<file path="src/hdl/skti_pkg.sv">
// Shared types and constants for the sorted key table.
// Used by skti_cell, skti_group and sorted_key_table_insert; depends on nothing.
package skti_pkg;

    localparam int DEF_TABLE_ENTRIES = 256;
    localparam int DEF_KEY_BITS      = 16;
    localparam int RED_GROUP         = 16;

    localparam int LINE_W = 24;
    localparam int MOD_W  = 16;
    localparam int OCC_W  = 16;

    typedef enum logic {
        CMD_INSERT = 1'b0,
        CMD_READ   = 1'b1
    } cmd_t;

    typedef enum logic [1:0] {
        STAT_OK    = 2'd0,
        STAT_FULL  = 2'd1,
        STAT_RANGE = 2'd2
    } status_t;

    typedef enum logic [2:0] {
        S_IDLE,
        S_CMP,
        S_UPD,
        S_RED1,
        S_RED2
    } state_t;

    typedef struct packed {
        cmd_t        cmd;
        logic [15:0] text_id;
        logic [15:0] context_id;
        logic [23:0] src_line;
        logic [15:0] module_id;
        logic [7:0]  read_index;
    } in_t;

    typedef struct packed {
        status_t     status;
        logic [7:0]  entry_index;
        logic        was_new;
        logic [15:0] occurrences;
        logic [15:0] key_text;
        logic [15:0] key_context;
        logic [23:0] first_line;
        logic [15:0] first_module;
        logic [8:0]  entry_total;
    } out_t;

    typedef struct packed {
        logic cmp_en;
        logic upd_en;
        logic is_read;
        logic grow;
        logic bump;
    } cell_ctrl_t;

endpackage

</file>
<file path="src/hdl/skti_group.sv">
// Registered first level of the OR trees over a group of cells: match flag
// and the record and position of the selected cell. Depends on skti_pkg.
module skti_group #(
    parameter int GROUP    = skti_pkg::RED_GROUP,
    parameter int BASE     = 0,
    parameter int KEY_BITS = skti_pkg::DEF_KEY_BITS,
    parameter int IDX_W    = 8
) (
    input  logic                                   clk,
    input  logic                                   rst_n,
    input  logic                                   eq_en,
    input  logic                                   red_en,
    input  logic [GROUP-1:0]                       eq,
    input  logic [GROUP-1:0]                       sel,
    input  logic [GROUP-1:0][KEY_BITS-1:0]         text,
    input  logic [GROUP-1:0][KEY_BITS-1:0]         ctx,
    input  logic [GROUP-1:0][skti_pkg::LINE_W-1:0] line,
    input  logic [GROUP-1:0][skti_pkg::MOD_W-1:0]  mod,
    input  logic [GROUP-1:0][skti_pkg::OCC_W-1:0]  occ,
    output logic                                   eq_any,
    output logic                                   hit,
    output logic [IDX_W-1:0]                       index,
    output logic [KEY_BITS-1:0]                    text_sel,
    output logic [KEY_BITS-1:0]                    ctx_sel,
    output logic [skti_pkg::LINE_W-1:0]            line_sel,
    output logic [skti_pkg::MOD_W-1:0]             mod_sel,
    output logic [skti_pkg::OCC_W-1:0]             occ_sel
);
    import skti_pkg::*;

    logic                eq_any_reg;
    logic                hit_reg;
    logic [IDX_W-1:0]    index_reg;
    logic [KEY_BITS-1:0] text_reg;
    logic [KEY_BITS-1:0] ctx_reg;
    logic [LINE_W-1:0]   line_reg;
    logic [MOD_W-1:0]    mod_reg;
    logic [OCC_W-1:0]    occ_reg;

    logic [IDX_W-1:0]    index_c;
    logic [KEY_BITS-1:0] text_c;
    logic [KEY_BITS-1:0] ctx_c;
    logic [LINE_W-1:0]   line_c;
    logic [MOD_W-1:0]    mod_c;
    logic [OCC_W-1:0]    occ_c;

    always_comb
    begin
        index_c = '0;
        text_c  = '0;
        ctx_c   = '0;
        line_c  = '0;
        mod_c   = '0;
        occ_c   = '0;
        for (int j = 0; j < GROUP; j++)
        begin
            if (sel[j])
            begin
                index_c = index_c | IDX_W'(BASE + j);
            end
            text_c = text_c | text[j];
            ctx_c  = ctx_c  | ctx[j];
            line_c = line_c | line[j];
            mod_c  = mod_c  | mod[j];
            occ_c  = occ_c  | occ[j];
        end
    end

    always_ff @(posedge clk or negedge rst_n)
    begin
        if (!rst_n)
        begin
            eq_any_reg <= 1'b0;
            hit_reg    <= 1'b0;
        end
        else
        begin
            if (eq_en)
            begin
                eq_any_reg <= |eq;
            end
            if (red_en)
            begin
                hit_reg <= |sel;
            end
        end
    end

    always_ff @(posedge clk)
    begin
        if (red_en)
        begin
            index_reg <= index_c;
            text_reg  <= text_c;
            ctx_reg   <= ctx_c;
            line_reg  <= line_c;
            mod_reg   <= mod_c;
            occ_reg   <= occ_c;
        end
    end

    assign eq_any   = eq_any_reg;
    assign hit      = hit_reg;
    assign index    = index_reg;
    assign text_sel = text_reg;
    assign ctx_sel  = ctx_reg;
    assign line_sel = line_reg;
    assign mod_sel  = mod_reg;
    assign occ_sel  = occ_reg;

endmodule
</file>
<file path="config.mk">
export PLATFORM = sky130hd
export DESIGN_NAME = skti_group
export DESIGN_NICKNAME = d
export VERILOG_FILES = /design/src/hdl/skti_pkg.sv /design/src/hdl/skti_group.sv
export SDC_FILE = /design/constraint.sdc
export NUM_CORES = 1
export LEC_CHECK = 0
export ABC_AREA = 1
export BUFFER_PORTS_ARGS = -buffer_cell sky130_fd_sc_hd__buf_4
export CAP_MARGIN = 20
export CORE_AREA = 2 2 603 605
export CTS_BUF_LIST = sky130_fd_sc_hd__clkbuf_8
export DETAILED_ROUTE_END_ITERATION = 6
export DIE_AREA = 0 0 605 607
export PLACE_DENSITY = 0.3
export SLEW_MARGIN = 30
export SYNTH_ARGS = -nofsm -noshare
export SYNTH_HDL_FRONTEND = slang
export SYNTH_SLANG_ARGS = --single-unit
</file>
<file path="constraint.sdc">
create_clock -name clk -period 0.8 [get_ports clk]
set_input_delay 0 -clock clk [delete_from_list [all_inputs] [get_ports clk]]
set_output_delay 0 -clock clk [all_outputs]
set_load 0.05 [all_outputs]
</file>
# Yosys cells after proc, flatten, opt, wreduce, memory -nomap -nowiden
# Index checks and enable logic that the tools add are counted.
# totals
ff_bits	98
input_bits	1444
out_inout_bits	98
elab_cells	106
# classes
n_mux	14
bitwise	75
n_reduce_logical	5
# op_table
cell	count
$or 16x16->16	60
$or 24x24->24	15
$reduce_or 16->1	2
$mux 4	7
$mux 3	4
$reduce_or 8->1	1
$mux 2	2
$reduce_or 4->1	1
$reduce_or 2->1	1
$mux 1	1

# Longest topological paths before layout
# Gate-level depths: netlist of the first run.
# logic_depth
depth_word	15
ltp_mapped	6
depth_no_buf	6

# Least setup slack after synthesis of the first run
# OpenSTA, ideal clock, no wires.
# synth_timing
path_kind	reg2reg
start	register, netlist name hit
end	register hit_reg (netlist: hit)
setup_time_ns	0.077
arrival_time_ns	0.802
required_time_ns	0.723
path_slack_ns	-0.079
stages_incl_launch_ff	3
path_buffers	0
period_less_slack_ns	0.879
cell_sequence	dfrtp_1 nor2_1 a21oi_1
# synth_rtl
element	line_no	text
to (signal assigned)	skti_group.sv:84	hit_reg <= |sel;
to (decl)	skti_group.sv:32	logic hit_reg;

# Worst setup path after layout of the first run
# layout_timing
start	register mod_reg[13] (netlist: mod_sel[13])
end	output port mod_sel[13] in the netlist's numbering
# layout_rtl
element	line_no	text
from (decl)	skti_group.sv:37	logic [MOD_W-1:0] mod_reg;
from (signal assigned)	skti_group.sv:97	mod_reg <= mod_c;
to (decl)	skti_group.sv:26	output logic [skti_pkg::MOD_W-1:0] mod_sel,
# No word-level cell between the ends.

==> results of run 1 <==
[cells in the final DEF (no fill, tap or decap)]
cell type and n:
nor2_1 670, a21oi_1 1, nand2_1 11, clkinv_2 2, nor2_2 39, nand4_1 178
buf_6 97, conb_1 4, buf_8 2, nand2_2 1, dlymetal6s4s_1 26, or2_4 1
diode_2 25, buf_4 1518, nand3_1 1, bufinv_16 1, buf_12 34, nor4_1 2
clkbuf_8 14, edfxtp_1 92, inv_1 2, or2_1 87, dfrtp_2 2, nor2_4 16
dlygate4sd3_1 1245
[layer usage]
metal	vias to the layer above	track usage
met2	1054	0.133
met5	-	0
li1	9679	-
met1	9429	0.0922
met4	12	0.0258
met3	196	0.0185
[worst min-delay path: cells and delay by family]
family,cells,cell delay (ns)
buf+inv,2,0.21
simple gates,2,0.13
[cell type report]
class                      count  area share
multi-input combinational   1011       0.118
sequential                    94      0.0707
clock inverter                 3     0.00101
antenna                       25     0.00157
timing repair buffer        2923       0.653
tap                         4794       0.151
inverter                       2    0.000189
clock buffer                  13     0.00450
[cells by family after synthesis]
logic type / synth area share
simple gates: 0.609
other cells: 0.000513
flops: 0.385
buf+inv: 0.00513
compound gates: 0.000684
[power breakdown]
group	total, mW	internal, mW	switching (mW)	leakage (nW)
clock network	5.30	1.84	3.46	0.116
logic	16.2	10.0	6.16	15.3
registers	5.80	5.63	0.167	0.946
total	27.3	17.5	9.79	16.3
[what timing repair did]
action,4_1_cts,5_1_grt
gates cloned,0,0
endpoints found under the hold margin,188,86
endpoints found under the setup margin,94,181
gates resized for setup,88,110
pin swaps,0,16
hold buffers,1265,11
[final timing paths]
| path | from | to | cells after the start |
|---|---|---|---|
| setup / recovery | mod_sel[13]$_DFFE_PP_ | mod_sel[13] | 1 |
| hold / removal | sel[1] | index[0]$_SDFFCE_PP1P_ | 4 |
| setup reg to reg | hit$_DFFE_PN0P_ | hit$_DFFE_PN0P_ | 2 |
| hold reg to reg | eq_any$_DFFE_PN0P_ | eq_any$_DFFE_PN0P_ | 2 |
| max in group asynchronous | rst_n | hit$_DFFE_PN0P_ | 3 |
| min in group asynchronous | rst_n | eq_any$_DFFE_PN0P_ | 3 |
[synthesized netlist by cell type]
cell type,count,area [sq um]
conb_1,1,3.75
nand2_1,12,45.0
inv_1,2,7.51
nor2_2,2,12.5
nand4_1,178,1110
edfxtp_1,92,2760
dfrtp_1,2,50.1
nor4_1,2,12.5
buf_4,4,30.0
nor2_1,723,2710
a21oi_1,1,5.00
or2_1,88,551
nand3_1,1,5.00
[metrics by stage]
stage | area [sq um] | setup WS, ns | hold slack [ns] | util | power [mW]
global placement | 26100 | -0.890 | -0.164 | 0.0725 | 16.4
floorplan | 7330 | 0.0192 | -0.296 | - | 7.63
detailed placement | 26100 | -0.848 | -0.166 | 0.0725 | 16.3
finish | 39800 | -0.672 | -0.182 | 0.110 | 27.3
global route | 39800 | -0.913 | -0.290 | 0.110 | 29.2
CTS | 39400 | -1.03 | -0.417 | 0.109 | 28.2
==> results.sh, run 1 <==
export IMPL_grtUsageTotal=0.0768
export IMPL_drc=0
export IMPL_grt_pass1_wl_um=188000
export IMPL_cts_made_buffers=13
export IMPL_port_buffer_count=1537
export IMPL_max_freq_ghz=0.679
export IMPL_dp_hpwl_um=127000
export IMPL_cts_sinks=94
export IMPL_rsz0062_at_grt="yes"
export IMPL_r2r_slack_ns=0.11
export IMPL_netlist_instances=1108
export IMPL_worst_slew_pin_slew_ns=0.984
export IMPL_first_pass_iters=5
export IMPL_clk_pin_slew_ns=0.15
export IMPL_postRouteAntennaNets=0
export IMPL_fin_crit_ns=1.47
export IMPL_setup_ws_ns=-0.672
export IMPL_status="complete, but fails checks"
export IMPL_regArea_sq_mm=0.00282
export IMPL_power_leakage_nw=16.3
export IMPL_peakVddDrop_mv=0.721
export IMPL_first_global_vias=22000
export IMPL_critPathCaptureType="output pin"
export IMPL_syn_area_sq_mm=0.00731
export IMPL_initial_core_util=0.0203
export IMPL_critPathBufInv=1
export IMPL_area_growth_pct=444
export IMPL_drt_wl_total_um=151000
export IMPL_cts_setup_buffers=0
export IMPL_startpoint_type="register"
export IMPL_grt_max_degree=30
export IMPL_fill_cells=41300
export IMPL_avgSynthCellArea_sq_um=6.60
export IMPL_h_tree_depth=3
export IMPL_hp_class="in -> reg"
export IMPL_wl_met2_um=74700
export IMPL_max_cap_violations=0
export IMPL_largest_reg_flops=24
export IMPL_coreArea_sq_mm=0.361
export IMPL_powerDensity_mw_per_mm2=685
export IMPL_cts_tree="built"
export IMPL_boundaryPins=1542
export IMPL_route_met3_wl_um=9570
export IMPL_slew_headroom=0.342
export IMPL_drv_slew=0
export IMPL_finalSetupTns_ns=-82.37
export IMPL_layoutNonFillerInstCount=8865
export IMPL_worstPathArrival_ns=1.47
export IMPL_clk_latency_ns=0.62
export IMPL_via_per_inst=2.30
export IMPL_cp_slowest_cell="edfxtp_1"
export IMPL_layout_drive_gt1_share=0.427
export IMPL_cts_max_path_buffers=3
export IMPL_num_vias=20400
export IMPL_final_setup_viol_count=244
export IMPL_synth_distinct_cells=13
export IMPL_cpLargestDelayFamily="flip-flops"
export IMPL_path_cells="buf_8"
export IMPL_clockRootBuffer="clkbuf_8"
export IMPL_dieArea_sq_mm=0.367
export IMPL_grt_overflow=0
export IMPL_rows=221
export IMPL_finalHoldViolCount=26
export IMPL_antenna_found_initial=82
export IMPL_yosysWarnings=0
export IMPL_layout_nets=5489
export IMPL_post_place_cells=7556
export IMPL_finalCritPeriodShare=1.84
export IMPL_clock_skew_ns=0
export IMPL_violations="hold timing, setup timing"
export IMPL_drt_met1_wl_um=62400
export IMPL_whs_ns=-0.182
export IMPL_top_layer_used="met5"
export IMPL_slowest_delay_ns=0.59
export IMPL_initialDrtViolationCount=820
export IMPL_floorplan_die_height_um=607
export IMPL_crit_required_ns=0.80
export IMPL_ys_ff_latch=94
export IMPL_critPathMaxFanout=1
export IMPL_multiInputGateArea_sq_mm=0.00469
export IMPL_ys_seq_area_frac=0.385
export IMPL_fp_dieW_um=605
export IMPL_gp_congestion=0.876
export IMPL_path_class="reg -> out"
export IMPL_wire_per_inst_um=17.1
Note: power is estimated with default switching activity, not from simulation.
==> inputs of run 2 (changes only) <==
CORE_AREA = 2 2 598 600   (was 2 2 603 605)
CTS_BUF_LIST = not set   (was sky130_fd_sc_hd__clkbuf_8)
DIE_AREA = 0 0 600 602   (was 0 0 605 607)
==> results.sh, run 2 (synthesis results as in run 1) <==
export IMPL_pwr_share_comb=0.562
export IMPL_use_met1=0.107
export IMPL_cts_tree="built"
export IMPL_power_leakage_nw=16.6
export IMPL_dieArea_sq_mm=0.361
export IMPL_critPathBufInv=1
export IMPL_met3_usage=0.0184
export IMPL_max_cap_violations=0
export IMPL_slowest_delay_ns=0.56
export IMPL_final_cell_mix="buf_4, dlygate4sd3_1, nor2_1, nor2_2, dlymetal6s4s_1"
export IMPL_seqPwrFrac=0.207
export IMPL_crit_required_ns=0.80
export IMPL_post_place_cells=7537
export IMPL_wire_per_inst_um=18.2
export IMPL_grt_max_degree=20
export IMPL_gp_congestion=0.937
export IMPL_cp_slowest_cell="edfxtp_1"
export IMPL_finalCritPeriodShare=1.71
export IMPL_layout_nets=5213
export IMPL_path_cells="buf_6"
export IMPL_largest_reg_flops=24
export IMPL_layout_commonest_cell="buf_4"
export IMPL_coreArea_sq_mm=0.355
export IMPL_path_class="reg -> out"
export IMPL_dpl_instance_area_sq_mm=0.0262
export IMPL_max_freq_ghz=0.732
export IMPL_r2r_slack_ns=0.07
export IMPL_fin_util=0.109
export IMPL_rows=219
export IMPL_cts_made_buffers=13
export IMPL_drc=0
export IMPL_status="complete, but fails checks"
export IMPL_r2r_start="hit$_DFFE_PN0P_"
export IMPL_slew_headroom=0.445
export IMPL_num_vias=19100
export IMPL_grt_pass1_wl_um=192000
export IMPL_layout_drive_gt1_share=0.510
export IMPL_area_growth_pct=427
export IMPL_clkPwrFrac=0.232
export IMPL_cts_sinks=94
export IMPL_hp_class="in -> reg"
export IMPL_fin_area_sq_mm=0.0385
export IMPL_switchingPower_mw=10.0
export IMPL_startpoint_type="register"
export IMPL_power_mw=28.1
export IMPL_critPathMaxFanout=1
export IMPL_crit_start="occ_sel[2]$_DFFE_PP_"
export IMPL_clock_skew_ns=0
export IMPL_h_tree_depth=3
export IMPL_layoutNonFillerInstCount=8540
export IMPL_via_per_inst=2.24
export IMPL_cpLargestDelayFamily="flip-flops"
export IMPL_grt_overflow=0
export IMPL_peakVddDrop_mv=0.925
export IMPL_worst_slew_pin_slew_ns=0.830
export IMPL_setup_ws_ns=-0.565
export IMPL_violations="hold timing, setup timing"
export IMPL_boundaryPins=1542
export IMPL_grtUsageTotal=0.0814
export IMPL_met2_usage=0.132
export IMPL_worstPathArrival_ns=1.37
export IMPL_whs_ns=-0.152
export IMPL_finalHoldViolCount=47
export IMPL_clockRootBuffer="clkbuf_16"
export IMPL_initial_core_util=0.0206
export IMPL_intPower_mw=18.1
export IMPL_first_global_vias=21400
export IMPL_drt_wl_total_um=155000
export IMPL_final_setup_viol_count=175
export IMPL_fin_crit_ns=1.37
export IMPL_reg2reg_depth=2
export IMPL_clk_latency_ns=0.57
export IMPL_rsz0062_at_grt="yes"
export IMPL_top_usage_layer="met2"
export IMPL_floorplan_die_height_um=602
export IMPL_dp_hpwl_um=136000
export IMPL_crit_cells=1
export IMPL_powerDensity_mw_per_mm2=729
export IMPL_antenna_found_initial=80
export IMPL_drv_slew=0
export IMPL_rr_endpoint="hit$_DFFE_PN0P_"
export IMPL_initialDrtViolationCount=648
export IMPL_cp_endpoint="occ_sel[2]"
export IMPL_finalSetupTns_ns=-35.36
export IMPL_p_sw_frac=0.356
export IMPL_postRouteAntennaNets=0
export IMPL_critPathCaptureType="output pin"
export IMPL_port_buffer_count=1537
export IMPL_fp_dieW_um=600
export IMPL_cts_max_path_buffers=3
export IMPL_clk_pin_slew_ns=0.13
export IMPL_first_pass_iters=5
[run 2: cell types whose count changed in the layout (fill, tap and decap cells not counted), moves of 2 or more]
cell	change
diode_2	-7
buf_6	-11
buf_12	-3
nor2_2	+151
buf_4	-29
clkinvlp_4	+2
dlymetal6s4s_1	+154
clkinv_2	-2
dlygate4sd3_1	-392
clkbuf_16	+13
clkbuf_8	-13
buf_8	+5
nor2_1	-232
nor2_4	+81
[run 2: final cells by class]
cell class | instances | area (sq um)
clock buffers | 13 | 325
clock inverters | 4 | 27.5
fillers | 40800 | 316000
multi-input cells | 1011 | 5680
flip-flops and latches | 94 | 2820
repair buffers | 2647 | 23700
well taps | 4751 | 5940
diodes | 18 | 45.0
inverters | 2 | 7.51
[run 2: worst min-delay path by stage]
stage,depth (start not counted),from,to
3_3_place_gp,1,rst_n,hit$_DFFE_PN0P_
6_report,4,line[49],line_sel[1]$_DFFE_PP_
2_1_floorplan,0,rst_n,eq_any$_DFFE_PN0P_
5_1_grt,4,line[49],line_sel[1]$_DFFE_PP_
3_5_place_dp,1,rst_n,hit$_DFFE_PN0P_
4_1_cts,4,mod[19],mod_sel[3]$_DFFE_PP_
[run 2: what timing repair did]
item                                    4_1_cts  5_1_grt
resized for setup                           117      546
pin swaps                                     5      128
hold buffers                               1009       28
endpoints found under the hold margin       107       71
setup buffers                                 0        0
endpoints found under the setup margin      101      196
gates cloned                                  0        0
[run 2: power by group through the flow]
stage	Clock, mW	Combinational, mW	Sequential, mW
6_report	6.50	15.8	5.80
2_1_floorplan	0	0.914	6.71
5_1_grt	7.37	16.8	5.83
3_5_place_dp	0	10.7	5.87
3_3_place_gp	0	10.7	5.87
4_1_cts	7.57	15.3	5.81
[run 2: stage by stage]
step                hold slack, ns  setup slack (ns)
finish                      -0.152            -0.565
CTS                         -0.254            -0.681
global placement            -0.152             -1.40
detailed placement          -0.151             -1.31
floorplan                   -0.296            0.0192
global route                -0.194            -0.627
[run 2: per-layer routing]
| metal | vias up | wire length (um) |
|---|---|---|
| met5 | - | 208 |
| met4 | 32 | 4140 |
| met3 | 220 | 10100 |
| met2 | 956 | 70900 |
| met1 | 8826 | 70100 |
| li1 | 9115 | - |
==> inputs of run 3 (changes only) <==
ABC_AREA = not set   (was 1)
CORE_AREA = 2 2 606 608   (was 2 2 598 600)
DIE_AREA = 0 0 608 610   (was 0 0 600 602)
==> results.sh, run 3 <==
export IMPL_h_tree_depth=3
export IMPL_cts_max_path_buffers=3
export IMPL_floorplan_die_height_um=610
export IMPL_port_buffer_count=1537
export IMPL_gp_congestion=0.961
export IMPL_synth_xor_area_frac=0
export IMPL_worst_slew_pin_slew_ns=0.718
export IMPL_pwr_share_comb=0.540
export IMPL_synthSimpleGateAreaFrac=0.503
export IMPL_synth_area_leader_cell="edfxtp_1"
export IMPL_clk_pin_slew_ns=0.12
export IMPL_cts_made_buffers=13
export IMPL_slowest_delay_ns=0.77
export IMPL_finalHoldViolCount=70
export IMPL_synth_flop_cell="edfxtp_1"
export IMPL_synth_area_leaders="edfxtp_1, nor4_1, nand4_1"
export IMPL_cts_tree="built"
export IMPL_first_pass_iters=4
export IMPL_fin_area_sq_mm=0.0368
export IMPL_drv_slew=0
export IMPL_ys_seq_area_frac=0.489
export IMPL_crit_required_ns=0.80
export IMPL_status="complete, but fails checks"
export IMPL_num_vias=17600
export IMPL_cts_setup_buffers=0
export IMPL_worstPathArrival_ns=1.62
export IMPL_grtUsageTotal=0.100
export IMPL_fp_dieW_um=608
export IMPL_grt_overflow=0
export IMPL_setup_ws_ns=-0.818
export IMPL_critPathBufInv=1
export IMPL_p_sw_frac=0.370
export IMPL_regArea_sq_mm=0.00282
export IMPL_switchingPower_mw=10.4
export IMPL_clock_skew_ns=0
export IMPL_synth_common_cells="nor4_1, edfxtp_1, nand4_1"
export IMPL_powerDensity_mw_per_mm2=762
export IMPL_via_per_inst=2.20
export IMPL_multiInputGateArea_sq_mm=0.00498
export IMPL_cp_slowest_cell="edfxtp_1"
export IMPL_path_class="reg -> out"
export IMPL_path_cells="buf_8"
export IMPL_yosysWarnings=0
export IMPL_cts_sinks=94
export IMPL_grt_max_degree=29
export IMPL_muxShareOfSynthArea=0
export IMPL_first_global_vias=19000
export IMPL_synth_edf_count=92
export IMPL_whs_ns=-0.268
export IMPL_wire_per_inst_um=24.3
export IMPL_dpl_instance_area_sq_mm=0.0246
export IMPL_antenna_found_initial=163
export IMPL_synth_async_sr_flop_share=0.0213
export IMPL_fin_crit_ns=1.62
export IMPL_synth_distinct_cells=15
export IMPL_synth_top_area_share=0.480
export IMPL_fill_cells=42200
export IMPL_synth_most_common_cell="nor4_1"
export IMPL_layout_nets=4589
export IMPL_drc=0
export IMPL_power_mw=28.0
export IMPL_avgSynthCellArea_sq_um=10.3
export IMPL_clkPwrFrac=0.252
export IMPL_synth_compound_area_frac=0.00239
export IMPL_coreArea_sq_mm=0.364
export IMPL_final_cell_mix="buf_4, dlygate4sd3_1, nor4_2, nor4_1, dlymetal6s4s_1"
export IMPL_synth_top_family_by_area="simple AND/OR/NAND/NOR gates"
export IMPL_drt_wl_total_um=195000
export IMPL_syn_area_sq_mm=0.00576
export IMPL_layout_drive_gt1_share=0.599
export IMPL_dieArea_sq_mm=0.371
export IMPL_initial_core_util=0.0158
export IMPL_boundaryPins=1542
export IMPL_final_setup_viol_count=152
export IMPL_largest_reg_flops=24
export IMPL_rows=222
export IMPL_violations="hold timing, setup timing"
export IMPL_post_place_cells=7035
export IMPL_grt_pass1_wl_um=231000
export IMPL_cpLargestDelayFamily="flip-flops"
export IMPL_clockRootBuffer="clkbuf_16"
export IMPL_critPathMaxFanout=1
export IMPL_peakVddDrop_mv=0.920
export IMPL_layoutNonFillerInstCount=8003
export IMPL_max_freq_ghz=0.618
export IMPL_clk_latency_ns=0.56
export IMPL_ys_ff_latch=94
export IMPL_slew_headroom=0.517
export IMPL_critPathCaptureType="output pin"
export IMPL_netlist_instances=561
export IMPL_startpoint_type="register"
export IMPL_hp_class="in -> reg"
export IMPL_max_cap_violations=0
export IMPL_power_leakage_nw=14.6
export IMPL_rsz0062_at_grt="yes"
export IMPL_dp_hpwl_um=178000
export IMPL_finalCritPeriodShare=2.02
export IMPL_synth_adder_area_share=0
export IMPL_seqPwrFrac=0.208
export IMPL_intPower_mw=17.6
export IMPL_postRouteAntennaNets=0
export IMPL_initialDrtViolationCount=679
export IMPL_layout_commonest_cell="buf_4"
export IMPL_area_growth_pct=539
run 3: cell types whose count changed in the layout (fill, tap and decap cells not counted), moves of 16 or more:
cell and change:
or2_1 -87, buf_12 -16, dlygate4sd3_1 -40, nor4_1 +139, nor4_4 +78, dlymetal6s4s_1 -69, nor2_4 -97, nor2_2 -190
diode_2 +22, nor4_2 +143, nand4_1 -89, nor2_1 -436, buf_4 +40
run 3: cell families (layout without fill, tap and decap cells):
kind of cell,count (synthesis),count (layout)
compound gates,2,2
buf+inv,4,2587
flops,94,94
other cells,1,44
simple gates,460,460
run 3: through the flow:
stage          setup slack, ns  hold slack, ns  TNS [ns]  utilization
6_report                -0.818          -0.268    -35.25        0.101
5_1_grt                 -0.881          -0.313    -41.95        0.101
4_1_cts                 -0.929          -0.351    -60.93       0.0937
3_5_place_dp            -0.783          -0.120    -34.67       0.0674
3_3_place_gp             -2.58          -0.121    -42.93       0.0670
2_1_floorplan          -0.0465          -0.296   -0.0465            -
run 3: worst paths after layout:
path,start,slack [ns],cells after the start,endpoint
max,mod_sel[0]$_DFFE_PP_,-0.82,1,mod_sel[0]
min in group asynchronous,rst_n,0.41,3,eq_any$_DFFE_PN0P_
min reg2reg,hit$_DFFE_PN0P_,0.60,2,hit$_DFFE_PN0P_
max reg2reg,eq_any$_DFFE_PN0P_,0.03,1,eq_any$_DFFE_PN0P_
max in group asynchronous,rst_n,0.20,3,hit$_DFFE_PN0P_
min,ctx[143],-0.27,3,ctx_sel[15]$_DFFE_PP_
run 3: power by group through the flow:
stage / Sequential (mW) / Combinational (mW) / Clock, mW
after floorplan: 6.70 / 0.395 / 0
after global placement: 5.89 / 9.82 / 0
after detailed placement: 5.89 / 9.85 / 0
after CTS: 5.83 / 14.4 / 8.13
after global routing: 5.84 / 16.0 / 7.89
final: 5.81 / 15.1 / 7.06
run 3: final cells by class:
type,instances,area share
clock buffers,13,0.00885
well taps,4816,0.164
clock inverters,4,0.00119
multi-input cells,466,0.136
flip-flops and latches,94,0.0766
diodes,40,0.00272
repair buffers,2570,0.611
run 3: metal layers:
metal / global-route usage / share of wire / vias to the layer above
met4: 0.0220 / 0.021 / 78
met1: 0.120 / 0.42 / 8305
li1: - / - / 7905
met5: 0 / 0.0026 / -
met3: 0.0389 / 0.083 / 261
met2: 0.168 / 0.48 / 1024
run 3: what timing repair did:
item | in CTS | in global routing
pin swaps | 0 | 45
gates resized for setup | 91 | 397
gates cloned | 0 | 0
setup endpoints to repair | 95 | 220
hold buffers | 886 | 44
hold endpoints to repair | 114 | 76
