`src/hdl/skti_pkg.sv`:
```
// Shared types and constants for the sorted key table.
// Used by skti_cell, skti_group and sorted_key_table_insert; depends on nothing.
package skti_pkg;

    localparam int DEF_TABLE_ENTRIES = 256;
    localparam int DEF_KEY_BITS      = 16;
    localparam int RED_GROUP         = 16;

    localparam int LINE_W = 24;
    localparam int MOD_W  = 16;
    localparam int OCC_W  = 16;

    typedef enum logic {
        CMD_INSERT = 1'b0,
        CMD_READ   = 1'b1
    } cmd_t;

    typedef enum logic [1:0] {
        STAT_OK    = 2'd0,
        STAT_FULL  = 2'd1,
        STAT_RANGE = 2'd2
    } status_t;

    typedef enum logic [2:0] {
        S_IDLE,
        S_CMP,
        S_UPD,
        S_RED1,
        S_RED2
    } state_t;

    typedef struct packed {
        cmd_t        cmd;
        logic [15:0] text_id;
        logic [15:0] context_id;
        logic [23:0] src_line;
        logic [15:0] module_id;
        logic [7:0]  read_index;
    } in_t;

    typedef struct packed {
        status_t     status;
        logic [7:0]  entry_index;
        logic        was_new;
        logic [15:0] occurrences;
        logic [15:0] key_text;
        logic [15:0] key_context;
        logic [23:0] first_line;
        logic [15:0] first_module;
        logic [8:0]  entry_total;
    } out_t;

    typedef struct packed {
        logic cmp_en;
        logic upd_en;
        logic is_read;
        logic grow;
        logic bump;
    } cell_ctrl_t;

endpackage

```
`src/hdl/skti_cell.sv`:
```
// One table entry of the sorted chain: key, first line, module and count.
// Compares against the broadcast key and shifts from its left neighbor on insert.
// Depends on skti_pkg.
module skti_cell #(
    parameter int KEY_BITS = skti_pkg::DEF_KEY_BITS,
    parameter int CNT_W    = 9,
    parameter int INDEX    = 0
) (
    input  logic                         clk,
    input  logic                         rst_n,
    input  skti_pkg::cell_ctrl_t         ctrl,
    input  logic [KEY_BITS-1:0]          key_text,
    input  logic [KEY_BITS-1:0]          key_ctx,
    input  logic [skti_pkg::LINE_W-1:0]  new_line,
    input  logic [skti_pkg::MOD_W-1:0]   new_mod,
    input  logic [7:0]                   read_index,
    input  logic [CNT_W-1:0]             count,
    input  logic                         prev_ge,
    input  logic [KEY_BITS-1:0]          prev_text,
    input  logic [KEY_BITS-1:0]          prev_ctx,
    input  logic [skti_pkg::LINE_W-1:0]  prev_line,
    input  logic [skti_pkg::MOD_W-1:0]   prev_mod,
    input  logic [skti_pkg::OCC_W-1:0]   prev_occ,
    output logic                         ge,
    output logic                         eq,
    output logic                         sel,
    output logic [KEY_BITS-1:0]          text,
    output logic [KEY_BITS-1:0]          ctx,
    output logic [skti_pkg::LINE_W-1:0]  line,
    output logic [skti_pkg::MOD_W-1:0]   mod,
    output logic [skti_pkg::OCC_W-1:0]   occ,
    output logic [KEY_BITS-1:0]          fwd_text,
    output logic [KEY_BITS-1:0]          fwd_ctx,
    output logic [skti_pkg::LINE_W-1:0]  fwd_line,
    output logic [skti_pkg::MOD_W-1:0]   fwd_mod,
    output logic [skti_pkg::OCC_W-1:0]   fwd_occ
);
    import skti_pkg::*;

    localparam logic [CNT_W-1:0] POS      = CNT_W'(INDEX);
    localparam bit               READABLE = (INDEX < 256);

    logic [KEY_BITS-1:0] text_reg;
    logic [KEY_BITS-1:0] ctx_reg;
    logic [LINE_W-1:0]   line_reg;
    logic [MOD_W-1:0]    mod_reg;
    logic [OCC_W-1:0]    occ_reg;
    logic                ge_reg;
    logic                eq_reg;
    logic                sel_reg;

    logic valid;
    logic lt_key;
    logic eq_key;
    logic at_pos;
    logic read_hit;

    assign valid  = (POS < count);
    assign eq_key = valid && (text_reg == key_text) && (ctx_reg == key_ctx);
    assign lt_key = valid && ((text_reg < key_text) ||
                              ((text_reg == key_text) && (ctx_reg < key_ctx)));
    assign at_pos   = ge_reg && !prev_ge;
    assign read_hit = READABLE && valid && (read_index == 8'(INDEX));

    always_ff @(posedge clk or negedge rst_n)
    begin
        if (!rst_n)
        begin
            ge_reg  <= 1'b0;
            eq_reg  <= 1'b0;
            sel_reg <= 1'b0;
        end
        else
        begin
            if (ctrl.cmp_en)
            begin
                ge_reg <= !lt_key;
                eq_reg <= eq_key;
            end
            if (ctrl.upd_en)
            begin
                sel_reg <= ctrl.is_read ? read_hit : at_pos;
            end
        end
    end

    always_ff @(posedge clk)
    begin
        if (ctrl.grow)
        begin
            if (prev_ge)
            begin
                text_reg <= prev_text;
                ctx_reg  <= prev_ctx;
                line_reg <= prev_line;
                mod_reg  <= prev_mod;
                occ_reg  <= prev_occ;
            end
            else if (at_pos)
            begin
                text_reg <= key_text;
                ctx_reg  <= key_ctx;
                line_reg <= new_line;
                mod_reg  <= new_mod;
                occ_reg  <= OCC_W'(1);
            end
        end
        else if (ctrl.bump && eq_reg && (occ_reg != '1))
        begin
            occ_reg <= occ_reg + OCC_W'(1);
        end
    end

    assign ge   = ge_reg;
    assign eq   = eq_key;
    assign sel  = sel_reg;
    assign text = sel_reg ? text_reg : '0;
    assign ctx  = sel_reg ? ctx_reg  : '0;
    assign line = sel_reg ? line_reg : '0;
    assign mod  = sel_reg ? mod_reg  : '0;
    assign occ  = sel_reg ? occ_reg  : '0;

    assign fwd_text = text_reg;
    assign fwd_ctx  = ctx_reg;
    assign fwd_line = line_reg;
    assign fwd_mod  = mod_reg;
    assign fwd_occ  = occ_reg;

endmodule

```
`config.mk`:
```
export PLATFORM = sky130hd
export DESIGN_NAME = skti_cell
export DESIGN_NICKNAME = d
export VERILOG_FILES = /design/src/hdl/skti_pkg.sv /design/src/hdl/skti_cell.sv
export SDC_FILE = /design/constraint.sdc
export NUM_CORES = 1
export LEC_CHECK = 0
export BUFFER_PORTS_ARGS = -buffer_cell sky130_fd_sc_hd__buf_2
export CORE_MARGIN = 10
export CORE_UTILIZATION = 35
export DETAILED_ROUTE_END_ITERATION = 12
export PLACE_DENSITY = 0.72
export REMOVE_ABC_BUFFERS = 1
export SETUP_SLACK_MARGIN = 0.15
export SLEW_MARGIN = 30
export SYNTH_ARGS = -nofsm -noshare
export SYNTH_HDL_FRONTEND = slang
export SYNTH_SLANG_ARGS = --single-unit
```
`constraint.sdc`:
```
create_clock -name clk -period 4.4 [get_ports clk]
set_clock_uncertainty 0.1 [all_clocks]
set_input_delay 0.22 -clock clk [delete_from_list [all_inputs] [get_ports clk]]
set_output_delay 0.22 -clock clk [all_outputs]
set_load 0.1 [all_outputs]
```
* Word level (Yosys, flattened, before mapping)
Index checks and enable logic that the tools add are counted.
** Word-level totals
- Flip-flop bits (word level) :: 91
- Input bits :: 185
- Output and inout port bits :: 179
- Logic and storage cells :: 50
** Cells by class
- Add/subtract/negate cells :: 1
- $lt $le $gt $ge :: 3
- Equality and inequality tests :: 4
- Mux-type cells :: 18
- Reductions and logical operators :: 16
** Operators by type and width (count)
- 16-bit two-way mux :: 14
- 24-bit two-way mux :: 3
- 16-bit == test :: 2
- 16-bit < comparator :: 2
- 16-bit by 1-bit adder with 16-bit output (second input constant) :: 1
- 16-bit != test (second input constant) :: 1
- 1-bit by 9-bit < comparator with 1-bit output (first input constant) :: 1
- 1-bit logical AND :: 8
- 8-bit logical NOT :: 1
- 2-bit AND reduction :: 2
- 2-bit nonzero test :: 2
- 3-bit by 1-bit != test with 1-bit output (second input constant) :: 1
- 1-bit logical NOT :: 2
- 1-bit logical OR :: 1
- 1-bit two-way mux :: 1

* Logic depth before layout (Yosys ltp)
Gate-level depths: netlist (run 1).
- Word-level depth :: 5
- Mapped depth :: 8
- Depth with buffers taken out :: 8

* Worst setup path after synthesis (run 1)
OpenSTA, ideal clock, no wires.
- Path kind :: reg2reg
- Start :: reg ge_reg (netlist: ge)
- End :: reg occ_reg[0] (netlist: fwd_occ[0]), enable pin
- Library setup time :: 373 ps
- Arrival time :: 4689 ps
- Data required time :: 3927 ps
- Path slack :: -762 ps
- Stages on the path, launching flop included :: 4
- Path buffers :: 0
- Period minus slack after synthesis :: 5162 ps
- Cells stage by stage :: dfrtp_1 nor2_1 nor2_1 a41o_1
** On the way
- Word-level cells in the longest chain between the ends :: 3
** RTL lines
- from (decl) :: line skti_cell.sv:48 : logic ge_reg;
- from (signal assigned) :: line skti_cell.sv:77 : ge_reg <= !lt_key;
- 1-bit logical AND :: line skti_cell.sv:62 : assign at_pos = ge_reg && !prev_ge;
- 3-bit by 1-bit != test with 1-bit output (no source line)
- 2-bit AND reduction (no source line)
- to (signal assigned) :: line skti_cell.sv:97 : occ_reg <= prev_occ;
- to (signal assigned) :: line skti_cell.sv:110 : occ_reg <= occ_reg + OCC_W'(1);
- to (decl) :: line skti_cell.sv:47 : logic [OCC_W-1:0] occ_reg;
Every way passes these cells.
A chain may end at the register's enable or synchronous reset.

* Final worst setup path (run 1)
- Start :: reg text_reg[11] (netlist: fwd_text[11])
- End :: out eq
** On the way
- Word-level cells in the longest chain between the ends :: 3
** RTL lines
- from (decl) :: line skti_cell.sv:43 : logic [KEY_BITS-1:0] text_reg;
- from (signal assigned) :: line skti_cell.sv:93 : text_reg <= prev_text;
- from (signal assigned) :: line skti_cell.sv:101 : text_reg <= key_text;
- 16-bit == test :: line skti_cell.sv:59 : assign eq_key = valid && (text_reg == key_text) && (ctx_reg == key_ctx);
- 1-bit logical AND (2 in a row) :: line skti_cell.sv:59
- to (decl) :: line skti_cell.sv:25 : output logic eq,
Every way passes these cells.

==> results of run 1 <==
[layer usage]
metal / up-vias / wire length [um] / GRT usage, %
met2: 241 / 10100 / 31.9
met1: 2270 / 7470 / 19.8
met3: 24 / 2130 / 7.15
li1: 2487 / - / -
met4: 2 / 339 / 6.01
met5: - / 14 / 0
[worst min-delay path: cells and delay by family]
kind,cells,cell delay (ns)
buffers and inverters,1,0.07
AOI/OAI and AO/OA,1,0.06
and+or+nand+nor,1,0.04
[cell usage in the layout, fill, tap and decap left out, types with 3 or more instances in the layout]
cell                            netlist  routed
sky130_fd_sc_hd__nand2_1             51      51
sky130_fd_sc_hd__nor4_1               3       3
sky130_fd_sc_hd__diode_2              0       3
sky130_fd_sc_hd__o21ai_1              8       8
sky130_fd_sc_hd__buf_2                1     362
sky130_fd_sc_hd__dlygate4sd3_1        0       3
sky130_fd_sc_hd__o21ai_0             38      38
sky130_fd_sc_hd__mux2_2              43      43
sky130_fd_sc_hd__and2_1              89      89
sky130_fd_sc_hd__edfxtp_1            88      88
sky130_fd_sc_hd__clkbuf_16            0       9
sky130_fd_sc_hd__a21oi_1             14      14
sky130_fd_sc_hd__xor2_1               9       9
sky130_fd_sc_hd__nor3_1               4       4
sky130_fd_sc_hd__inv_1               35      35
sky130_fd_sc_hd__nand4_1              9       9
sky130_fd_sc_hd__clkinv_2             0       3
sky130_fd_sc_hd__buf_4                0       3
sky130_fd_sc_hd__ha_1                33      33
sky130_fd_sc_hd__a21o_1               3       3
sky130_fd_sc_hd__xnor2_1              5       5
sky130_fd_sc_hd__nor2_1              13      12
sky130_fd_sc_hd__nand3_1             10      10
[kinds of logic (layout without fill, tap and decap cells)]
kind of cell | after synthesis | in the layout
buffers and inverters | 58 | 419
other | 0 | 3
XOR/XNOR | 14 | 14
adder cells (fa/ha/maj) | 33 | 33
AND/OR/NAND/NOR | 189 | 189
flip-flops | 91 | 91
AO/OA/AOI/OAI | 74 | 74
multiplexers | 43 | 43
[power by group through the flow]
stage	Combinational (uW)	Sequential [uW]	Clock, uW
2_1_floorplan	684	1600	0
3_3_place_gp	1450	1130	0
3_5_place_dp	1460	1140	0
4_1_cts	1460	1120	792
5_1_grt	1510	1130	831
6_report	1450	1120	771
[timing repair]
item	CTS	global route
hold endpoints to repair	5	0
resized for setup	0	0
hold buffers	3	0
[worst min path at each step]
stage	endpoint	slack [ns]	depth (start not counted)
after global placement	ge	-0.08	1
after floorplan	eq_reg	-0.18	0
final	fwd_ctx[2]	0.05	3
after CTS	fwd_ctx[5]	0.03	3
after global routing	fwd_text[5]	0.05	3
after detailed placement	ge	-0.08	1
[synthesized netlist by cell type (2+ instances only)]
| cell | instances | share of area [%] |
|---|---|---|
| sky130_fd_sc_hd__inv_1 | 35 | 2.4 |
| sky130_fd_sc_hd__mux2_2 | 43 | 8.9 |
| sky130_fd_sc_hd__nor2_1 | 13 | 0.90 |
| sky130_fd_sc_hd__nand4_1 | 9 | 1.0 |
| sky130_fd_sc_hd__edfxtp_1 | 88 | 49 |
| sky130_fd_sc_hd__o21ai_0 | 38 | 3.5 |
| sky130_fd_sc_hd__o211ai_1 | 2 | 0.28 |
| sky130_fd_sc_hd__buf_1 | 5 | 0.35 |
| sky130_fd_sc_hd__nor4_1 | 3 | 0.35 |
| sky130_fd_sc_hd__xor2_1 | 9 | 1.5 |
| sky130_fd_sc_hd__ha_1 | 33 | 7.6 |
| sky130_fd_sc_hd__a21o_1 | 3 | 0.41 |
| sky130_fd_sc_hd__clkbuf_1 | 17 | 1.2 |
| sky130_fd_sc_hd__nor3_1 | 4 | 0.37 |
| sky130_fd_sc_hd__and2_1 | 89 | 10 |
| sky130_fd_sc_hd__dfrtp_1 | 3 | 1.4 |
| sky130_fd_sc_hd__nor2b_1 | 2 | 0.23 |
| sky130_fd_sc_hd__a21oi_1 | 14 | 1.3 |
| sky130_fd_sc_hd__a22o_1 | 2 | 0.32 |
| sky130_fd_sc_hd__xnor2_1 | 5 | 0.81 |
| sky130_fd_sc_hd__nand2_1 | 51 | 3.5 |
| sky130_fd_sc_hd__or4_4 | 2 | 0.41 |
| sky130_fd_sc_hd__nand3_1 | 10 | 0.92 |
| sky130_fd_sc_hd__o21ai_1 | 8 | 0.74 |
[per-stage QoR]
step	cell area [sq um]	setup TNS, ns
after floorplan	5350	-32.39
after global placement	7420	0
after detailed placement	7430	0
after CTS	7740	0
after global routing	7740	0
final	7750	0
[final cells by class]
| class | instances | area (sq um) |
|---|---|---|
| flip-flops and latches | 91 | 2720 |
| repair buffers | 368 | 1860 |
| well taps | 188 | 235 |
| diodes | 3 | 7.51 |
| multi-input cells | 353 | 2500 |
| clock buffers | 11 | 233 |
| fillers | 1437 | 7450 |
| inverters | 35 | 131 |
| clock inverters | 5 | 53.8 |
==> impl_results.md, run 1 <==
* Number of different library cells in the post-synthesis netlist at 38
* Pre-CTS setup slack at 1.77 ns
* Syn Inst Count at 502
* Initial DRT Pass Iterations at 6
* PD cells at 431 nW/um^2
* TritonCTS clock tree: yes
* Reg2reg start: fwd_occ[0]
* Overall fraction of global-route tracks in use at 18.3%
* Setup repair after global routing missed its margin: no
* Avg Inst Size Synth at 10.8 sq um
* Simple logic cell fraction of the synthesized area at 19.4%
* Floorplan die height at 145 um
* Antenna violations before repair at 3
* Yosys Warn Count at 0
* Number of nets in the layout at 1,076
* Data arrival at the endpoint of the critical path at 2.70 ns
* Post-DR wirelength/cell at 19.1 um
* Clock latency on the worst-skew pair at 0.34 ns
* Register area share after synthesis at 50.0%
* Sequential power share at 33.4%
* Remaining global-route overflow at 0
* Share of flip-flops with an asynchronous set or reset after synthesis at 3.30%
* Combinational family with the most area after synthesis: simple AND/OR/NAND/NOR gates
* Critical Path, Cell by Cell: ha_1 -> nand4_1 -> or4_4 -> nor4b_4 -> buf_2
* Number of top-level pins at 364
* Capture point of the worst path: eq
* Final HPWL DP at 16,200 um
* Post-synth top flop: sky130_fd_sc_hd__edfxtp_1
* Maximum resistive drop on vdd at 0.185 mV
* Leakage power summed over all cells at 0.00377 uW
* Vias per std cell at 4.77
* Critical path buffers and inverters at 1
* Post-synthesis xor/xnor area fraction at 2.26%
* R2r endpoint: fwd_occ[0]
* Antenna violation net count after detailed routing at 0
* Kind of capture point of the worst setup path: output pin
* Post-layout util at 51.0%
* Worst Hold Margin at 0.0518 ns
* # Max-Cap Violations at 0
* Maximum number of pins on one net before global-route repair at 91
* # placed instances at 1,032
* Synthesized area at 5430 sq um
* Minimum setup slack among reg-to-reg paths at 2.05 ns
* Time the final worst path needs with I/O delays and setup at 3.02 ns
* Worst setup slack after layout at 1.38 ns
* Worst max-slew margin expressed relative to the limit at 49.0%
* Starting density of the core at 35.7%
* Combinational group share of total power at 43.5%
* Post-Synth Adder-Cell Area at 7.60%
* Cell family with the largest share of critical-path delay: simple AND/OR/NAND/NOR gates
* Site Rows at 45
* Number of gates on the worst path with buffers counted at 5
* Max reg flops at 24
* Wire length of the first global-routing pass at 29,400 um
* Clock root buffer: sky130_fd_sc_hd__clkbuf_16
* Fin. max-slew vios at 0
* Peak per-stage delay on the critical path at 0.60 ns
* Required time at the worst-slack endpoint at 4.08 ns
* Syn-to-layout area delta at 42.7%
* Class of the tightest hold or removal check: in2reg
* Hold Vio Cnt, Final at 0
* Die width at 145 um
* Internal portion of total power at 1750 uW
* Total power draw at 3340 uW
* Iter 0 DRT Violations at 217
* Number of synthesized register bits at 91
* Number of enable-type register cells in the synthesized netlist at 88
* Number of buffers created by CTS at 9
* Type of the worst setup path: reg2out
* Clk slew on worst S/H paths at 0.07 ns
* Share of final-layout standard cells stronger than drive strength 1 at 49.8%
* Power spent charging and discharging nets at 1590 uW
* Placer's final routability congestion estimate at 0.815
* R2R depth at 5
* Worst hold path startpoint: prev_ctx[2]
* Overall via count from detail_route at 5,024
* First element of the critical path: fwd_text[11]
* Switching fraction of total power at 47.7%
* Die Area at 20,900 sq um
* Multiplexer share of the synthesized area at 8.91%
* Result of the run: finished clean
* Via count of the first global-routing pass at 5,307
* DRT Wirelength at 20,100 um
* CTS max path bufs at 2
* Setup Fix Bufs, Post-CTS at 0
* Final standard cell count with taps included and fillers excluded at 1,054
* Timing-limited maximum frequency at 0.331 GHz
* Kind of start point of the critical path: flop
* Transition time at the pin with the least slew margin at 0.762 ns
* Final Setup Violations at 0
* Number of clock sinks at 91
* DRC violations left at 0
* Slowest cell on crit path: sky130_fd_sc_hd__or4_4
* Post-synthesis compound-gate area fraction at 7.74%
* Core region area at 15,200 sq um
* Clk pwr share at 23.1%
* Worst-path maximum fanout at 3
* Buffers on Ports at 363
* Final critical-path share of the clock period at 68.7%
* CTS H-tree depth at 3
(Power assumes the default switching activity.)
==> run 2, diff against run 1 <==
--- a/config.mk
+++ b/config.mk
@@ -9,7 +9,7 @@
 export CORE_MARGIN = 10
 export CORE_UTILIZATION = 35
 export DETAILED_ROUTE_END_ITERATION = 12
-export PLACE_DENSITY = 0.72
+export PLACE_DENSITY = 0.69
 export REMOVE_ABC_BUFFERS = 1
 export SETUP_SLACK_MARGIN = 0.15
 export SLEW_MARGIN = 30
==> constraint.sdc (replaced) <==
create_clock -name clk -period 2.9 [get_ports clk]
set_clock_uncertainty 0.1 [all_clocks]
set_input_delay 0.145 -clock clk [delete_from_list [all_inputs] [get_ports clk]]
set_output_delay 0.145 -clock clk [all_outputs]
set_load 0.1 [all_outputs]
==> impl_results.md, run 2 (synthesized netlist as in run 1, its figures left out) <==
* Leakage power summed over all cells at 0.00420 uW
* Iter 0 DRT Violations at 264
* Kind of capture point of the worst setup path: output pin
* Share of final-layout standard cells stronger than drive strength 1 at 45.5%
* Time the final worst path needs with I/O delays and setup at 2.65 ns
* Number of nets in the layout at 1,174
* Maximum number of pins on one net before global-route repair at 73
* Syn-to-layout area delta at 61.5%
* PD cells at 604 nW/um^2
* Pre-CTS setup slack at 0.542 ns
* Reg2reg start: fwd_occ[0]
* Overall via count from detail_route at 5,465
* Result of the run: finished clean
* CTS max path bufs at 2
* Peak per-stage delay on the critical path at 0.59 ns
* Number of clock sinks at 91
* Via count of the first global-routing pass at 5,891
* Starting density of the core at 35.7%
* Maximum resistive drop on vdd at 0.386 mV
* Capture point of the worst path: eq
* Fill count at 1,315
* Clock root buffer: sky130_fd_sc_hd__clkbuf_16
* Data arrival at the endpoint of the critical path at 2.40 ns
* Slowest cell on crit path: sky130_fd_sc_hd__or4_4
* Final standard cell count with taps included and fillers excluded at 1,151
* Worst-path maximum fanout at 3
* # placed instances at 1,036
* Clk slew on worst S/H paths at 0.07 ns
* Die width at 145 um
* Sequential power share at 31.7%
* Timing-limited maximum frequency at 0.378 GHz
* Antenna violation net count after detailed routing at 0
* Placer's final routability congestion estimate at 0.809
* R2R depth at 5
* Critical Path, Cell by Cell: ha_1 -> nand4_1 -> or4_4 -> nor4b_4 -> buf_12
* DRC violations left at 0
* Initial DRT Pass Iterations at 4
* Wire length of the first global-routing pass at 32,000 um
* Remaining global-route overflow at 0
* Number of buffers created by CTS at 9
* Site Rows at 45
* TritonCTS clock tree: yes
* Final HPWL DP at 16,100 um
* Buffers on Ports at 363
* Final critical-path share of the clock period at 91.3%
* Power spent charging and discharging nets at 2460 uW
* Overall fraction of global-route tracks in use at 19.5%
* Antenna violations before repair at 1
* Core region area at 15,200 sq um
* Critical path buffers and inverters at 1
* CTS H-tree depth at 3
* Post-DR wirelength/cell at 18.7 um
* Required time at the worst-slack endpoint at 2.65 ns
* Worst setup slack after layout at 0.252 ns
* Instance count along the most critical hold path at 3
* Internal portion of total power at 2840 uW
* Switching fraction of total power at 46.4%
* Clock latency on the worst-skew pair at 0.34 ns
* Fin. max-slew vios at 0
* Combinational group share of total power at 44.4%
* Most common library cell in the layout ignoring fill and taps: sky130_fd_sc_hd__buf_2
* Number of gates on the worst path with buffers counted at 5
* Class of the tightest hold or removal check: in2reg
* R2r endpoint: fwd_occ[9]
* Total negative slack for setup checks at 0 ns
* DRT Wirelength at 21,500 um
* Transition time at the pin with the least slew margin at 0.682 ns
* Kind of start point of the critical path: flop
* Setup repair after global routing missed its margin: no
* Multi-input gate area in the final layout at 2520 sq um
* Type of the worst setup path: reg2out
* Worst max-slew margin expressed relative to the limit at 54.5%
* Final Setup Violations at 0
* Floorplan die height at 145 um
* Flip-flop and latch area at 2720 sq um
* Clk pwr share at 23.9%
* First element of the critical path: fwd_ctx[14]
* # Max-Cap Violations at 0
* Commonest cells after routing, fill and taps aside: sky130_fd_sc_hd__buf_2 (361), sky130_fd_sc_hd__dlygate4sd3_1 (95), sky130_fd_sc_hd__and2_1 (89)
* Vias per std cell at 4.75
* Die Area at 20,900 sq um
* Worst Hold Margin at 0.00625 ns
* Max reg flops at 24
* Cell family with the largest share of critical-path delay: simple AND/OR/NAND/NOR gates
* Minimum setup slack among reg-to-reg paths at 0.67 ns
* Hold Vio Cnt, Final at 0
* Number of top-level pins at 364
==> run 2: stage by stage <==
stage          area, sq um  power [uW]  util [%]
5_1_grt               8770        5480      57.7
4_1_cts               8740        5320      57.5
3_5_place_dp          7480        3940      49.2
6_report              8770        5300      57.7
3_3_place_gp          7480        3930      49.2
2_1_floorplan         5350        3470         -
==> run 2: power groups by stage <==
| stage | Sequential, uW | Clock, uW | Combinational [uW] |
|---|---|---|---|
| finish | 1680 | 1270 | 2350 |
| CTS | 1680 | 1290 | 2350 |
| detailed placement | 1710 | 0 | 2230 |
| global placement | 1700 | 0 | 2220 |
| floorplan | 2430 | 0 | 1040 |
| global route | 1700 | 1330 | 2450 |
==> run 2: worst min-delay path by stage <==
stage | startpoint | end
6_report | prev_ctx[11] | fwd_ctx[11]
5_1_grt | prev_line[1] | fwd_line[1]
4_1_cts | prev_line[1] | fwd_line[1]
3_5_place_dp | rst_n | sel
3_3_place_gp | rst_n | sel
2_1_floorplan | rst_n | eq_reg
==> run 2: worst min-delay path: stages <==
cell	delay, ns
sky130_fd_sc_hd__buf_2	0.08
sky130_fd_sc_hd__nand2_1	0.04
sky130_fd_sc_hd__o21ai_0	0.07
==> run 2: area by class of cell <==
type	instances	area share [%]
Clock inverter	5	0.884
Sequential cell	91	31.0
Antenna cell	2	0.0570
Inverter	35	1.50
Timing Repair Buffer	466	32.6
Clock buffer	11	2.65
Multi-Input combinational cell	353	28.7
Tap cell	188	2.68
==> run 2: timing repair <==
item | 4_1_cts | 5_1_grt
resized for setup | 0 | 1
buffers inserted | 0 | 2
hold endpoints to repair | 80 | 0
setup endpoints to repair | 0 | 1
hold buffers | 95 | 0
==> run 2: per-layer routing <==
layer	routed length, um	GRT usage, %	vias up	share of wire (%)
met5	0	0	-	0
met4	335	5.96	0	1.6
met3	2390	7.45	23	11
met2	11200	35.3	255	52
met1	7640	20.4	2514	35
li1	-	-	2673	-
==> run 3, diff against run 2 <==
--- a/config.mk
+++ b/config.mk
@@ -5,11 +5,13 @@
 export SDC_FILE = /design/constraint.sdc
 export NUM_CORES = 1
 export LEC_CHECK = 0
+export ABC_AREA = 1
 export BUFFER_PORTS_ARGS = -buffer_cell sky130_fd_sc_hd__buf_2
+export CORE_ASPECT_RATIO = 1.5
 export CORE_MARGIN = 10
 export CORE_UTILIZATION = 35
 export DETAILED_ROUTE_END_ITERATION = 12
-export PLACE_DENSITY = 0.69
+export PLACE_DENSITY = 0.68
 export REMOVE_ABC_BUFFERS = 1
 export SETUP_SLACK_MARGIN = 0.15
 export SLEW_MARGIN = 30
==> impl_results.md, run 3 <==
* Result of the run: finished clean
* First element of the critical path: fwd_text[13]
* Leading cell types by total area after synthesis: sky130_fd_sc_hd__edfxtp_1 (46%), sky130_fd_sc_hd__nand2_1 (21%), sky130_fd_sc_hd__inv_1 (9.5%)
* Site Rows at 57
* Number of top-level pins at 364
* Kind of capture point of the worst setup path: output pin
* Post-DR wirelength/cell at 16.6 um
* Register area share after synthesis at 47.3%
* Commonest cells post-synth: sky130_fd_sc_hd__nand2_1 (322), sky130_fd_sc_hd__inv_1 (145), sky130_fd_sc_hd__edfxtp_1 (88)
* Max reg flops at 24
* Clock latency on the worst-skew pair at 0.34 ns
* Reg2reg start: fwd_occ[1]
* Number of nets in the layout at 1,446
* Initial DRT Pass Iterations at 5
* Ant. Diodes at 0
* DRT Wirelength at 23,900 um
* Final Setup Violations at 0
* PD cells at 624 nW/um^2
* Number of different library cells in the post-synthesis netlist at 31
* Share of final-layout standard cells stronger than drive strength 1 at 32.1%
* TritonCTS clock tree: yes
* Core region area at 16,200 sq um
* Kind of start point of the critical path: flop
* Die width at 125 um
* Maximum number of pins on one net before global-route repair at 77
* Post-layout util at 57.6%
* Most common library cell in the layout ignoring fill and taps: sky130_fd_sc_hd__buf_2
* Share of flip-flops with an asynchronous set or reset after synthesis at 3.30%
* Share of the synthesized area in the top cell type at 46.0%
* Syn-to-layout area delta at 62.2%
* Most frequently used cell type in the post-synthesis netlist: sky130_fd_sc_hd__nand2_1
* Class of the tightest hold or removal check: in2reg
* Required time at the worst-slack endpoint at 2.65 ns
* Overall fraction of global-route tracks in use at 20.5%
* Worst max-slew margin expressed relative to the limit at 50.4%
* Die Area at 22,100 sq um
* Worst Hold Margin at 0.00960 ns
* # Max-Cap Violations at 0
* Number of buffers created by CTS at 9
* Synthesized area at 5750 sq um
* CTS max path bufs at 2
* Buffers on Ports at 363
* Setup Fix Bufs, Post-CTS at 0
* Transition time at the pin with the least slew margin at 0.744 ns
* Number of clock sinks at 91
* Antenna violations before repair at 3
* Clk slew on worst S/H paths at 0.07 ns
* Post-synth top flop: sky130_fd_sc_hd__edfxtp_1
* Avg Inst Size Synth at 7.63 sq um
* Data arrival at the endpoint of the critical path at 2.24 ns
* Clock root buffer: sky130_fd_sc_hd__clkbuf_16
* Hold Vio Cnt, Final at 0
* Yosys Warn Count at 0
* Post-synthesis cell type with the largest combined area: sky130_fd_sc_hd__edfxtp_1
* Antenna violation net count after detailed routing at 0
* DRC violations left at 0
* Starting density of the core at 35.5%
* Iter 0 DRT Violations at 344
* Vias per std cell at 4.58
* Final HPWL DP at 18,200 um
* Type of the worst setup path: reg2out
* Pre-CTS setup slack at 0.473 ns
* Worst-path maximum fanout at 3
* Wire length of the first global-routing pass at 36,400 um
* Maximum resistive drop on vdd at 0.506 mV
* Fin. max-slew vios at 0
* Syn Inst Count at 754
* Number of enable-type register cells in the synthesized netlist at 88
* Floorplan die height at 177 um
* Commonest cells after routing, fill and taps aside: sky130_fd_sc_hd__buf_2 (361), sky130_fd_sc_hd__nand2_1 (321), sky130_fd_sc_hd__inv_1 (145)
* Final critical-path share of the clock period at 85.5%
* Overall via count from detail_route at 6,588
* Via count of the first global-routing pass at 6,888
* Timing-limited maximum frequency at 0.403 GHz
* Placer's final routability congestion estimate at 0.861
* Number of synthesized register bits at 91
* CTS H-tree depth at 3
* Leakage power summed over all cells at 0.00546 uW
* Setup repair after global routing missed its margin: no
* Time the final worst path needs with I/O delays and setup at 2.48 ns
* Remaining global-route overflow at 0
* Worst setup slack after layout at 0.420 ns
* Worst hold path startpoint: prev_ctx[15]
run 3: cell count changes in the layout (fill, tap and decap cells not counted), moves of 4 or more:
cell / previous run / this run
sky130_fd_sc_hd__and2_1: 89 / 0
sky130_fd_sc_hd__dlygate4sd3_1: 95 / 119
sky130_fd_sc_hd__inv_1: 35 / 145
sky130_fd_sc_hd__mux2_2: 43 / 0
sky130_fd_sc_hd__nand2_1: 51 / 321
sky130_fd_sc_hd__nand4_1: 9 / 5
sky130_fd_sc_hd__nor2_1: 12 / 29
sky130_fd_sc_hd__nor3_1: 4 / 8
sky130_fd_sc_hd__o21ai_1: 8 / 1
sky130_fd_sc_hd__xor2_1: 9 / 4
run 3: path summary, 6_finish.rpt:
check	cells after the start	slack, ns	to
min	3	0.01	fwd_ctx[15]
min in group asynchronous	2	0.04	sel
max reg2reg	7	0.46	fwd_occ[15]
min reg2reg	2	0.47	eq_reg
max	8	0.42	eq
max in group asynchronous	2	2.52	sel
run 3: report_power, final:
part,total [uW],switching (uW),internal (uW)
sequential,1750,126,1620
clock,1290,525,761
combinational,2780,2240,539
run 3: worst max-delay path, cell delays in order, from the launching register on:
cell and delay (ns):
sky130_fd_sc_hd__edfxtp_1 0.43, sky130_fd_sc_hd__ha_1 0.32, sky130_fd_sc_hd__nand2_1 0.07, sky130_fd_sc_hd__nor2_1 0.13, sky130_fd_sc_hd__nand2_1 0.08, sky130_fd_sc_hd__nor2_1 0.22
sky130_fd_sc_hd__nand4_1 0.21, sky130_fd_sc_hd__nor2_1 0.13, sky130_fd_sc_hd__buf_4 0.30
run 3: routing by layer:
layer / wire (um) / global-route usage (%)
met1: 8560 / 21.0
met2: 12600 / 37.7
met3: 2100 / 6.27
met4: 673 / 8.47
met5: 13 / 0
run 3: timing repair:
| action | 4_1_cts | 5_1_grt |
|---|---|---|
| gates resized for setup | 0 | 2 |
| hold buffers | 119 | 0 |
| hold endpoints to repair | 81 | 0 |
| endpoints found under the setup margin | 0 | 1 |
run 3: kinds of logic (layout without fill, tap and decap cells):
family	Yosys count	in the layout	share of synthesized area (%)
adder cells (fa/ha/maj)	33	33	7.18
flip-flops	91	91	47.3
XOR/XNOR	10	10	1.52
AO/OA/AOI/OAI	64	64	6.14
AND/OR/NAND/NOR	383	383	26.4
buffers and inverters	173	652	11.5
run 3: layout make-up:
cell class,count,area (sq um)
Clock buffer,9,225
Clock inverter,7,97.6
Fill cell,1436,6860
Inverter,146,548
Multi-Input combinational cell,490,2380
Sequential cell,91,2720
Tap cell,206,258
Timing Repair Buffer,490,3100
run 3: per-stage QoR:
step / area, sq um / total power, uW / setup TNS, ns / std cells
after global placement: 7810 / 4400 / 0 / 1304
after floorplan: 5640 / 3860 / -44.45 / 727
after detailed placement: 7810 / 4410 / 0 / 1304
after CTS: 9320 / 5850 / 0 / 1439
after global routing: 9330 / 6050 / 0 / 1439
final: 9330 / 5820 / 0 / 1439
